$ cat src/crc8_word_frame_deframer_defines.svh
// assertion macros for the crc8 word deframer
`ifndef CRC8_WORD_FRAME_DEFRAMER_DEFINES_SVH
`define CRC8_WORD_FRAME_DEFRAMER_DEFINES_SVH

// concurrent check on the rising clock edge, off while reset is asserted
`define CRC8WD_ASSERT(name, clk, rst_n, prop) \
  name: assert property (@(posedge clk) disable iff (!rst_n) prop) \
    else $error("crc8wd check failed");

// condition that must never be seen
`define CRC8WD_ASSERT_NEVER(name, clk, rst_n, cond) \
  `CRC8WD_ASSERT(name, clk, rst_n, !(cond))

`endif

$ cat src/crc8wd_pkg.sv
package crc8wd_pkg;

  localparam logic [7:0] CrcPoly = 8'h31;
  localparam logic [7:0] CrcInit = 8'hFF;

  localparam logic [1:0] WpvOneWord = 2'd1;
  localparam logic [1:0] WpvReset   = 2'd2;
  localparam logic [4:0] VpfReset   = 5'd10;

  localparam logic CfgIdxWpv = 1'b0;
  localparam logic CfgIdxVpf = 1'b1;

  typedef struct packed {
    logic       one_word;
    logic [4:0] vpf;
  } cfg_t;

  typedef struct packed {
    logic [31:0] value_bits;
    logic        crc_ok;
    logic [3:0]  value_index;
    logic        frame_error;
    logic        last;
  } res_t;

  function automatic logic [7:0] crc8_feed(logic [7:0] crc, logic [7:0] b);
    logic [7:0] c;
    c = crc ^ b;
    for (int k = 0; k < 8; k++) begin
      if (c[7]) begin
        c = {c[6:0], 1'b0} ^ CrcPoly;
      end else begin
        c = {c[6:0], 1'b0};
      end
    end
    return c;
  endfunction

endpackage

$ cat src/crc8wd_byte_if.sv
interface crc8wd_byte_if;
  logic       valid;
  logic       ready;
  logic [7:0] rx_byte;
  logic       restart;

  modport source (output valid, output rx_byte, output restart, input ready);
  modport sink (input valid, input rx_byte, input restart, output ready);
endinterface

$ cat src/crc8wd_value_if.sv
interface crc8wd_value_if;
  logic        valid;
  logic        ready;
  logic [31:0] value_bits;
  logic        crc_ok;
  logic [3:0]  value_index;
  logic        frame_error;
  logic        last;

  modport source (
    output valid, output value_bits, output crc_ok, output value_index,
    output frame_error, output last, input ready
  );
  modport sink (
    input valid, input value_bits, input crc_ok, input value_index,
    input frame_error, input last, output ready
  );
endinterface

$ cat src/crc8wd_cfg.sv
module crc8wd_cfg #(
  parameter int MAX_VALUES = 16
) (
  input  logic               clk_i,
  input  logic               rst_ni,
  input  logic               cfg_we_i,
  input  logic               cfg_idx_i,
  input  logic [4:0]         cfg_wdata_i,
  output crc8wd_pkg::cfg_t   cfg_o
);
  import crc8wd_pkg::*;

  localparam logic [6:0] MaxV = 7'(MAX_VALUES);

  logic [1:0] wpv_q;
  logic [4:0] vpf_q;

  always_ff @(posedge clk_i or negedge rst_ni) begin
    if (!rst_ni) begin
      wpv_q <= WpvReset;
      vpf_q <= VpfReset;
    end else if (cfg_we_i) begin
      unique case (cfg_idx_i)
        CfgIdxWpv: wpv_q <= cfg_wdata_i[1:0];
        CfgIdxVpf: vpf_q <= cfg_wdata_i;
        default:   wpv_q <= wpv_q;
      endcase
    end
  end

  always_comb begin
    cfg_o.one_word = (wpv_q == WpvOneWord);
    priority if (vpf_q == 5'd0) begin
      cfg_o.vpf = 5'd1;
    end else if ({2'b00, vpf_q} > MaxV) begin
      cfg_o.vpf = MaxV[4:0];
    end else begin
      cfg_o.vpf = vpf_q;
    end
  end

endmodule

$ cat src/crc8wd_core.sv
`include "crc8_word_frame_deframer_defines.svh"

module crc8wd_core #(
  parameter int MAX_VALUES = 16
) (
  input  logic               clk_i,
  input  logic               rst_ni,
  input  logic               proc_i,
  input  logic [7:0]         rx_byte_i,
  input  logic               restart_i,
  input  crc8wd_pkg::cfg_t   cfg_i,
  output logic               res_valid_o,
  output crc8wd_pkg::res_t   res_o
);
  import crc8wd_pkg::*;

  localparam int CntW = (MAX_VALUES > 1) ? $clog2(MAX_VALUES) : 1;
  localparam int IdxW = CntW + 4;

  localparam logic [1:0] PhHi  = 2'd0;
  localparam logic [1:0] PhLo  = 2'd1;
  localparam logic [1:0] PhCrc = 2'd2;

  logic [1:0]      phase_q, phase_d, phase_e;
  logic [7:0]      crc_q, crc_d, crc_e;
  logic [15:0]     hold_q, hold_d;
  logic [15:0]     upper_q, upper_d;
  logic            wp_q, wp_d, wp_e;
  logic            ok_q, ok_d, ok_e;
  logic [CntW-1:0] cnt_q, cnt_d, cnt_e;
  logic            err_q, err_d, err_e;

  logic            match, ok_now, err_now, is_last;
  logic [6:0]      cnt_next;
  logic [IdxW-1:0] idx_ext;

  always_comb begin
    phase_e = restart_i ? PhHi    : phase_q;
    crc_e   = restart_i ? CrcInit : crc_q;
    wp_e    = restart_i ? 1'b0    : wp_q;
    ok_e    = restart_i ? 1'b1    : ok_q;
    cnt_e   = restart_i ? '0      : cnt_q;
    err_e   = restart_i ? 1'b0    : err_q;

    match    = (rx_byte_i == crc_e);
    ok_now   = ok_e & match;
    err_now  = err_e | ~match;
    cnt_next = 7'(cnt_e) + 7'd1;
    is_last  = (cnt_next >= {2'b00, cfg_i.vpf});
    idx_ext  = IdxW'(cnt_e);

    phase_d = phase_e;
    crc_d   = crc_e;
    hold_d  = hold_q;
    upper_d = upper_q;
    wp_d    = wp_e;
    ok_d    = ok_e;
    cnt_d   = cnt_e;
    err_d   = err_e;

    res_valid_o       = 1'b0;
    res_o.value_bits  = cfg_i.one_word ? {16'h0000, hold_q} : {upper_q, hold_q};
    res_o.crc_ok      = ok_now;
    res_o.value_index = idx_ext[3:0];
    res_o.frame_error = err_now;
    res_o.last        = is_last;

    unique case (phase_e)
      PhHi: begin
        crc_d   = crc8_feed(CrcInit, rx_byte_i);
        hold_d  = {rx_byte_i, 8'h00};
        phase_d = PhLo;
      end
      PhLo: begin
        crc_d   = crc8_feed(crc_e, rx_byte_i);
        hold_d  = {hold_q[15:8], rx_byte_i};
        phase_d = PhCrc;
      end
      default: begin
        phase_d = PhHi;
        crc_d   = CrcInit;
        err_d   = err_now;
        if (!cfg_i.one_word && !wp_e) begin
          upper_d = hold_q;
          wp_d    = 1'b1;
          ok_d    = ok_now;
        end else begin
          res_valid_o = 1'b1;
          wp_d        = 1'b0;
          ok_d        = 1'b1;
          if (is_last) begin
            cnt_d = '0;
            err_d = 1'b0;
          end else begin
            cnt_d = cnt_e + CntW'(1);
          end
        end
      end
    endcase
  end

  always_ff @(posedge clk_i or negedge rst_ni) begin
    if (!rst_ni) begin
      phase_q <= PhHi;
      crc_q   <= CrcInit;
      wp_q    <= 1'b0;
      ok_q    <= 1'b1;
      cnt_q   <= '0;
      err_q   <= 1'b0;
    end else if (proc_i) begin
      phase_q <= phase_d;
      crc_q   <= crc_d;
      wp_q    <= wp_d;
      ok_q    <= ok_d;
      cnt_q   <= cnt_d;
      err_q   <= err_d;
    end
  end

  always_ff @(posedge clk_i) begin
    if (proc_i) begin
      hold_q  <= hold_d;
      upper_q <= upper_d;
    end
  end

  `CRC8WD_ASSERT_NEVER(a_phase_legal, clk_i, rst_ni, phase_q == 2'd3)
  `CRC8WD_ASSERT(a_cnt_bound, clk_i, rst_ni, 7'(cnt_q) < 7'(MAX_VALUES))
  `CRC8WD_ASSERT(a_last_wraps, clk_i, rst_ni, proc_i && res_valid_o && res_o.last |=> cnt_q == '0)

endmodule

$ cat src/crc8_word_frame_deframer.sv
// crc8 word deframer for a sensor response stream
// rx_i carries one received byte per beat with a restart flag that marks the
// first byte of a new frame; bytes come in groups of high data, low data and
// crc-8 (poly 0x31, init 0xff). val_o gives one beat per completed value of
// one or two words with crc_ok, value_index, sticky frame_error and last.
// cfg_we_i/cfg_idx_i/cfg_wdata_i write words_per_value (0) and
// values_per_frame (1); write only while no byte is in flight.
// a value is worked on from the input register, which holds the beat that
// carries its final crc byte, straight into the result register behind val_o
// throughput: one byte per cycle while val_o is not stalled; the per-byte crc
// update is one 8-step shift chain from the input register to the crc register
// reset: frame state cleared, words_per_value 2, values_per_frame 10, both
// channels empty. a stalled val_o holds its beat; the input register keeps
// taking bytes until it is full too, then rx_i.ready drops.
`include "crc8_word_frame_deframer_defines.svh"

module crc8_word_frame_deframer #(
  parameter int MAX_VALUES = 16
) (
  input  logic          clk_i,
  input  logic          rst_ni,
  crc8wd_byte_if.sink   rx_i,
  crc8wd_value_if.source val_o,
  input  logic          cfg_we_i,
  input  logic          cfg_idx_i,
  input  logic [4:0]    cfg_wdata_i
);
  import crc8wd_pkg::*;

  logic       in_valid_q;
  logic [7:0] in_byte_q;
  logic       in_restart_q;
  logic       out_valid_q;
  res_t       out_res_q;
  logic       advance;
  logic       proc;
  logic       res_valid;
  res_t       res;
  cfg_t       cfg;

  assign advance    = !out_valid_q || val_o.ready;
  assign proc       = in_valid_q && advance;
  assign rx_i.ready = !in_valid_q || advance;

  always_ff @(posedge clk_i or negedge rst_ni) begin
    if (!rst_ni) begin
      in_valid_q <= 1'b0;
    end else if (rx_i.valid && rx_i.ready) begin
      in_valid_q <= 1'b1;
    end else if (advance) begin
      in_valid_q <= 1'b0;
    end
  end

  always_ff @(posedge clk_i) begin
    if (rx_i.valid && rx_i.ready) begin
      in_byte_q    <= rx_i.rx_byte;
      in_restart_q <= rx_i.restart;
    end
  end

  always_ff @(posedge clk_i or negedge rst_ni) begin
    if (!rst_ni) begin
      out_valid_q <= 1'b0;
    end else if (advance) begin
      out_valid_q <= proc && res_valid;
    end
  end

  always_ff @(posedge clk_i) begin
    if (proc && res_valid) begin
      out_res_q <= res;
    end
  end

  crc8wd_cfg #(
    .MAX_VALUES(MAX_VALUES)
  ) u_cfg (
    .clk_i      (clk_i),
    .rst_ni     (rst_ni),
    .cfg_we_i   (cfg_we_i),
    .cfg_idx_i  (cfg_idx_i),
    .cfg_wdata_i(cfg_wdata_i),
    .cfg_o      (cfg)
  );

  crc8wd_core #(
    .MAX_VALUES(MAX_VALUES)
  ) u_core (
    .clk_i      (clk_i),
    .rst_ni     (rst_ni),
    .proc_i     (proc),
    .rx_byte_i  (in_byte_q),
    .restart_i  (in_restart_q),
    .cfg_i      (cfg),
    .res_valid_o(res_valid),
    .res_o      (res)
  );

  assign val_o.valid       = out_valid_q;
  assign val_o.value_bits  = out_res_q.value_bits;
  assign val_o.crc_ok      = out_res_q.crc_ok;
  assign val_o.value_index = out_res_q.value_index;
  assign val_o.frame_error = out_res_q.frame_error;
  assign val_o.last        = out_res_q.last;

  `CRC8WD_ASSERT(a_ready_when_empty, clk_i, rst_ni, !rx_i.ready |-> in_valid_q)
  `CRC8WD_ASSERT(a_out_from_stage, clk_i, rst_ni, $rose(out_valid_q) |-> $past(in_valid_q))
  `CRC8WD_ASSERT(a_stage_holds, clk_i, rst_ni, in_valid_q && !advance |=> in_valid_q)

endmodule

$ cat src/flat_wrapper.sv
// flat-port wrapper written by rule: the top's interface ports become plain ports
module crc8_word_frame_deframer_flat import crc8wd_pkg::*;
#(
  parameter int MAX_VALUES = 16
)
  (clk_i, rst_ni, cfg_we_i, cfg_idx_i, cfg_wdata_i, rx_i_valid, rx_i_rx_byte, rx_i_restart, rx_i_ready, val_o_valid, val_o_value_bits, val_o_crc_ok, val_o_value_index, val_o_frame_error, val_o_last, val_o_ready);
  crc8wd_byte_if rx_i_i ();
  crc8wd_value_if val_o_i ();
  input  logic clk_i;
  input  logic rst_ni;
  input  logic cfg_we_i;
  input  logic cfg_idx_i;
  input  logic [4:0] cfg_wdata_i;
  input wire logic [$bits(rx_i_i.valid)-1:0] rx_i_valid;
  input wire logic [$bits(rx_i_i.rx_byte)-1:0] rx_i_rx_byte;
  input wire logic [$bits(rx_i_i.restart)-1:0] rx_i_restart;
  output wire logic [$bits(rx_i_i.ready)-1:0] rx_i_ready;
  output wire logic [$bits(val_o_i.valid)-1:0] val_o_valid;
  output wire logic [$bits(val_o_i.value_bits)-1:0] val_o_value_bits;
  output wire logic [$bits(val_o_i.crc_ok)-1:0] val_o_crc_ok;
  output wire logic [$bits(val_o_i.value_index)-1:0] val_o_value_index;
  output wire logic [$bits(val_o_i.frame_error)-1:0] val_o_frame_error;
  output wire logic [$bits(val_o_i.last)-1:0] val_o_last;
  input wire logic [$bits(val_o_i.ready)-1:0] val_o_ready;
  assign rx_i_i.valid = rx_i_valid;
  assign rx_i_i.rx_byte = rx_i_rx_byte;
  assign rx_i_i.restart = rx_i_restart;
  assign rx_i_ready = rx_i_i.ready;
  assign val_o_valid = val_o_i.valid;
  assign val_o_value_bits = val_o_i.value_bits;
  assign val_o_crc_ok = val_o_i.crc_ok;
  assign val_o_value_index = val_o_i.value_index;
  assign val_o_frame_error = val_o_i.frame_error;
  assign val_o_last = val_o_i.last;
  assign val_o_i.ready = val_o_ready;
  crc8_word_frame_deframer #(.MAX_VALUES(MAX_VALUES)) u_core (.clk_i(clk_i), .rst_ni(rst_ni), .rx_i(rx_i_i), .val_o(val_o_i), .cfg_we_i(cfg_we_i), .cfg_idx_i(cfg_idx_i), .cfg_wdata_i(cfg_wdata_i));
endmodule
$ cat config.mk
export PLATFORM = sky130hd
export DESIGN_NAME = crc8_word_frame_deframer_flat
export DESIGN_NICKNAME = d
export VERILOG_FILES = /design/src/crc8wd_pkg.sv /design/src/crc8wd_byte_if.sv /design/src/crc8wd_value_if.sv /design/src/crc8wd_cfg.sv /design/src/crc8wd_core.sv /design/src/crc8_word_frame_deframer.sv /design/src/flat_wrapper.sv
export VERILOG_INCLUDE_DIRS = /design/src /design/src/src
export SDC_FILE = /design/constraint.sdc
export NUM_CORES = 1
export LEC_CHECK = 0
export BUFFER_PORTS_ARGS = -buffer_cell sky130_fd_sc_hd__buf_2
export CAP_MARGIN = 20
export CORE_ASPECT_RATIO = 0.7
export CORE_MARGIN = 5
export CORE_UTILIZATION = 52
export DETAILED_ROUTE_END_ITERATION = 6
export GPL_ROUTABILITY_DRIVEN = 0
export PLACE_DENSITY = 0.81
export SLEW_MARGIN = 20
export SYNTH_ARGS = -nofsm -noshare
export SYNTH_HDL_FRONTEND = slang
export SYNTH_HIERARCHICAL = 1
export SYNTH_SLANG_ARGS = --single-unit
$ cat constraint.sdc
create_clock -name clk_i -period 3.23 [get_ports clk_i]
set_input_delay 0.646 -clock clk_i [delete_from_list [all_inputs] [get_ports clk_i]]
set_output_delay 0.646 -clock clk_i [all_outputs]
set_load 0.03 [all_outputs]
# Word-level counts from Yosys, hierarchy flattened
# Cells that the tools add are included.
dict set report classes {
  magnitude_cmp 2
  bitwise_logic 24
  eq_ne 3
  multipliers 0
  n_addsub 2
  n_div 0
  n_reduce_logical 20
  shift 0
  mux 55
}
# operator n
set ops {}
lappend ops {{$mux W8} 15}
lappend ops {{$mux W6} 16}
lappend ops {{$not A3 Y3} 16}
lappend ops {{$pmux W16 S2} 1}
lappend ops {{$mux W4} 4}
lappend ops {{$pmux W8 S2} 1}
lappend ops {{$mux W1} 14}
lappend ops {{$mux W5} 2}
lappend ops {{$eq A8 B8 Y1} 1}
lappend ops {{$not A8 Y8} 1}
lappend ops {{$xor A8 B8 Y8} 1}
lappend ops {{$reduce_and A2 Y1} 3}
lappend ops {{$reduce_and A3 Y1} 2}
lappend ops {{$add A4 B1 Y5 const B} 1}
lappend ops {{$ge A5 B5 Y1} 1}
lappend ops {{$gt A5 B5 Y1 const B} 1}
lappend ops {{$logic_not A5 Y1} 1}
lappend ops {{$add A4 B1 Y4 const B} 1}
lappend ops {{$eq A2 B1 Y1 const B} 2}
lappend ops {{$logic_and A1 B1 Y1} 4}
lappend ops {{$logic_not A1 Y1} 4}
lappend ops {{$not A1 Y1} 4}
lappend ops {{$pmux W2 S2} 1}
lappend ops {{$reduce_bool A2 Y1} 2}
lappend ops {{other kinds (6)} 7}
dict set report word_totals {
  mem_count 0
  output_inout_bits 41
  in_bits 20
  word_cells 127
  ramBits 0
  latch_bits 0
  reg_bits 106
  rom_bits 0
}

# Depth between registers and ports, before layout
dict set report depth {
  ltp_word 26
  depth_mapped 10
  depth_no_buf 8
}

# Modules after synthesis
# The synthesis kept the hierarchy.
# module area_each_um2 seq_area_each_um2 cells_each n_inst
set by_module_without_submodules {}
lappend by_module_without_submodules {crc8wd_core 2857.7 1397.6 275 1}
lappend by_module_without_submodules {crc8_word_frame_deframer 1552.7 1491.4 58 1}
lappend by_module_without_submodules {crc8wd_cfg 311.5 178.9 24 1}

# Least setup slack after synthesis
# No wires, ideal clock.
dict set report synth_timing {
  kind {reg2reg}
  start {reg u_core.in_restart_q}
  end {reg u_core.out_res_q (netlist bit u_core/val_o.crc_ok) (enable)}
  n_path_buf 1
  period_less_slack_ps 3357
  stages_incl_launch_ff 7
  setup_slack_ps -127
  t_required_ps 2790
  setup_ps 440
  t_arrival_ps 2917
  path_cell_list {edfxtp_1 -> buf_2 -> inv_1 -> nand2_1 -> nor2_1 -> nand2_1 -> nor2b_1}
}
dict set report synth_via {
  elab_chain_cells 6
  elab_cells_between_ends 10
  cone_classes {eq/ne: 1; mux: 4; reduce/logical: 5}
}
# element line_no
set synth_lines {}
lappend synth_lines {{start, declared} crc8_word_frame_deframer.sv:32} ;# logic in_restart_q;
lappend synth_lines {{start signal, assigned} crc8_word_frame_deframer.sv:58} ;# in_restart_q <= rx_i.restart;
lappend synth_lines {{$mux W1} crc8wd_core.sv:40} ;# wp_e = restart_i ? 1'b0 : wp_q;
lappend synth_lines {{$logic_not A1 Y1} crc8wd_core.sv:83} ;# if (!cfg_i.one_word && !wp_e) begin
lappend synth_lines {{$logic_and A1 B1 Y1} crc8wd_core.sv:83}
lappend synth_lines {{$mux W1} crc8wd_core.sv:83}
lappend synth_lines {{$mux W1 *} crc8wd_core.sv:68} ;# unique case (phase_e)
lappend synth_lines {{named net u_core.res_valid} crc8_word_frame_deframer.sv:37} ;# logic res_valid;
lappend synth_lines {{$logic_and A1 B1 Y1 *} crc8_word_frame_deframer.sv:71} ;# if (proc && res_valid) begin
lappend synth_lines {{end signal, assigned} crc8_word_frame_deframer.sv:72} ;# out_res_q <= res;
lappend synth_lines {{end, declared} crc8_word_frame_deframer.sv:34} ;# res_t out_res_q;
# The timed path passes the listed nets; every way through them passes the cells marked *.
# A chain may end at the register's enable or synchronous reset.

==> impl_metrics.json <==
{
  "synth_edf_count": 80,
  "synth.avg_cell_area_um2": 13.2,
  "drt_iter0_markers": 254,
  "grt_pass1_wl_mm": 14.0,
  "finalNonFillerCells": 542,
  "path_clk_slew_ps": 70,
  "dp.cells": 526,
  "seq_area_frac_synth_pct": 65.0,
  "critPathKind": "reg2reg",
  "leakagePower_nw": 2.10,
  "status": "finished clean",
  "ir_drop_mv": 0.393,
  "place_area_mm2": 0.00517,
  "netlist-cell-type-count": 51,
  "ctsHoldBuffers": 0,
  "final_area_mm2": 0.00546,
  "drc_errors": 0,
  "overflow": 0,
  "drtPass1Iterations": 5,
  "fin_crit_ps": 2640,
  "synthToLayoutAreaGrowth_pct": 15.6,
  "synth-main-ff-cell": "edfxtp_1",
  "finalHoldViolations": 0,
  "max_freq_ghz": 0.379,
  "grt_usage_pct": 16.4,
  "rows": 29,
  "r2r_slack_ps": 590,
  "ys_ff_latch": 106,
  "relSlewSlack_pct": 40.3,
  "die_x_um": 124,
  "synth_area_mm2": 0.00472,
  "viasPerCell": 5.23,
  "cp-start-kind": "register",
  "root_buffer": "clkbuf_16",
  "die_h_um": 89.7,
  "dpl.hpwl_mm": 6.10,
  "syn-num-nets": 381,
  "p_per_area_mw_per_mm2": 637,
  "top_layer": "met4",
  "rsz0062_at_grt": "no",
  "cts_sinks": 106,
  "cp_data_arrival_time_ps": 2860,
  "regArea_mm2": 0.00307,
  "wl_met2_mm": 3.91,
  "wl_met3_um": 745,
  "cp.required_ps": 3460,
  "ant_nets": 0,
  "async_flop_share_pct": 24.5,
  "finalSetupTns_ps": 0,
  "cts_setup_buffers": 0,
  "initial_core_util_pct": 52.7,
  "grt_pass1_vias": 2841,
  "wl_met1_mm": 3.81,
  "end_kind": "register",
  "nets": 437,
  "ys_warn_count": 6,
  "core_mm2": 0.00896,
  "avgRoutedWirePerCell_um": 15.8,
  "cap_violations": 0,
  "clock_skew_ps": 10.3,
  "nFillCells": 706,
  "cts.htree.levels": 3,
  "grt_max_degree": 40,
  "critPathMaxFanout": 24,
  "worst_pin_slew_ps": 886,
  "io_pins": 61,
  "synth_cells": 357,
  "port_buffers": 60,
  "die_area_mm2": 0.0111,
  "cts_tree": "done",
  "clkLatencyLatePin_ps": 350,
  "diodes": 0,
  "vias": 2837,
  "cts_max_path_buffers": 2,
  "multi_input_area_mm2": 0.00153,
  "cts_buffers": 9,
  "antenna_found_initial": 0,
  "setup_violations": 0,
  "drive_above_1_share_pct": 26.3,
  "cts_resized": 0,
  "drt_wl_total_mm": 8.56,
  "min_path_type": "in2async",
  "maxSlewViolCount": 0,
  "period_share_pct": 81.6
}
==> cell type report <==
class / count / area share, %
well taps: 124 / 2.84
inverters: 11 / 0.757
clock buffers: 9 / 4.13
clock inverters: 7 / 1.10
multi-input cells: 216 / 28.0
repair buffers: 69 / 6.97
flip-flops and latches: 106 / 56.2
==> stage by stage <==
stage / setup WS (ps) / hold WS, ps / util, % / power, mW
after floorplan: 613 / 350 / - / 2.30
after global placement: 817 / 426 / 57.7 / 2.43
after detailed placement: 642 / 431 / 57.7 / 2.46
after CTS: 597 / 322 / 60.9 / 3.49
after global routing: 298 / 351 / 60.9 / 3.65
final: 594 / 316 / 60.9 / 3.48
==> layout by cell type (no fill, tap or decap), types with 2 or more instances in the layout <==
cell type | Yosys | final
a21o_1 | 3 | 3
a21oi_1 | 13 | 13
a221oi_1 | 5 | 5
a22o_1 | 2 | 2
a22oi_1 | 2 | 2
a31oi_1 | 2 | 2
a32oi_1 | 2 | 2
and2_1 | 10 | 10
buf_2 | 4 | 60
buf_4 | 5 | 8
clkbuf_16 | 0 | 9
clkinvlp_4 | 0 | 2
dfrtp_1 | 14 | 14
dfstp_2 | 12 | 12
edfxtp_1 | 80 | 80
ha_1 | 4 | 4
inv_1 | 11 | 11
inv_8 | 0 | 2
mux2_1 | 7 | 7
mux2_4 | 2 | 2
nand2_1 | 16 | 16
nand2b_1 | 5 | 5
nor2_1 | 30 | 30
nor2b_1 | 35 | 34
nor3_1 | 7 | 6
nor4bb_1 | 2 | 2
o21ai_0 | 8 | 8
o22ai_1 | 2 | 2
o31ai_1 | 2 | 2
xnor2_1 | 21 | 21
xor2_1 | 14 | 14
==> cell families after synthesis <==
logic type | Yosys count | share of synthesized area [%]
AND/OR/NAND/NOR | 114 | 13.0
flip-flops | 106 | 65.0
AO/OA/AOI/OAI | 49 | 6.97
XOR/XNOR | 39 | 8.16
buffers and inverters | 35 | 3.29
multiplexers | 10 | 2.54
adder cells (fa/ha/maj) | 4 | 1.06
==> where the power goes <==
group | total [mW] | switching, mW | leakage [nW] | internal (mW)
clock | 1.03 | 0.492 | 0.136 | 0.536
combinational | 0.657 | 0.343 | 0.922 | 0.314
sequential | 1.79 | 0.144 | 1.05 | 1.65
total | 3.48 | 0.978 | 2.10 | 2.50
==> worst paths after layout <==
kind / startpoint / endpoint / depth (start not counted)
worst max-delay path: u_core/in_restart_q$_DFFE_PP_ / u_core/u_core/err_q$_DFFE_PN0P_ / 8
worst min register to register: u_core/u_core/hold_q[15]$_DFFE_PP_ / u_core/val_o.value_bits[15]$_DFFE_PP_ / 0
worst min-delay path: rst_ni / u_core/u_cfg/vpf_q[4]$_DFFE_PN0P_ / 1
max in group asynchronous: rst_ni / u_core/u_core/cnt_q[2]$_DFFE_PN0P_ / 1
worst max register to register: u_core/in_restart_q$_DFFE_PP_ / u_core/u_core/err_q$_DFFE_PN0P_ / 8
min in group clk_i: u_core/u_core/hold_q[15]$_DFFE_PP_ / u_core/val_o.value_bits[15]$_DFFE_PP_ / 0
==> layer usage <==
layer	vias to the layer above	GRT usage, %
li1	1358	-
met1	1343	22.9
met2	127	24.8
met3	9	4.58
met4	0	5.56
met5	-	0
==> cells in the mapped netlist, drive strengths merged (3+ instances only) <==
cell type / instances / area, um^2
nor2: 30 / 113
mux2: 10 / 120
a221oi: 5 / 43.8
nor3: 7 / 35.0
xor2: 15 / 139
ha: 4 / 50.1
nor2b: 35 / 219
and2: 12 / 78.8
inv: 11 / 41.3
a21o: 3 / 22.5
dfrtp: 14 / 350
clkbuf: 14 / 52.6
xnor2: 22 / 200
buf: 10 / 61.3
o21ai: 8 / 40.0
a21oi: 13 / 65.1
nand2b: 5 / 31.3
nand2: 16 / 60.1
edfxtp: 80 / 2400
dfstp: 12 / 315
==> flip-flops by register name, indices dropped and copies added, names as in the netlist, 2 cells and up <==
signal,flops
u_core/val_o.value_bits,32
u_core/u_core/hold_q,16
u_core/u_core/upper_q,16
u_core/in_byte_q,8
u_core/u_core/crc_q,8
u_core/u_cfg/vpf_q,5
u_core/u_core/cnt_q,4
u_core/val_o.value_index,4
u_core/u_cfg/wpv_q,2
u_core/u_core/phase_q,2
==> worst max-delay path, cell delays in order, from the launching register on <==
cell and delay (ps):
edfxtp_1 730, nor2b_1 360, nand3_1 190, xnor2_1 240, ha_1 270, nor3_1 150, a211o_1 250, nor2_1 70
o41ai_1 260
(Power assumes the default switching activity.)
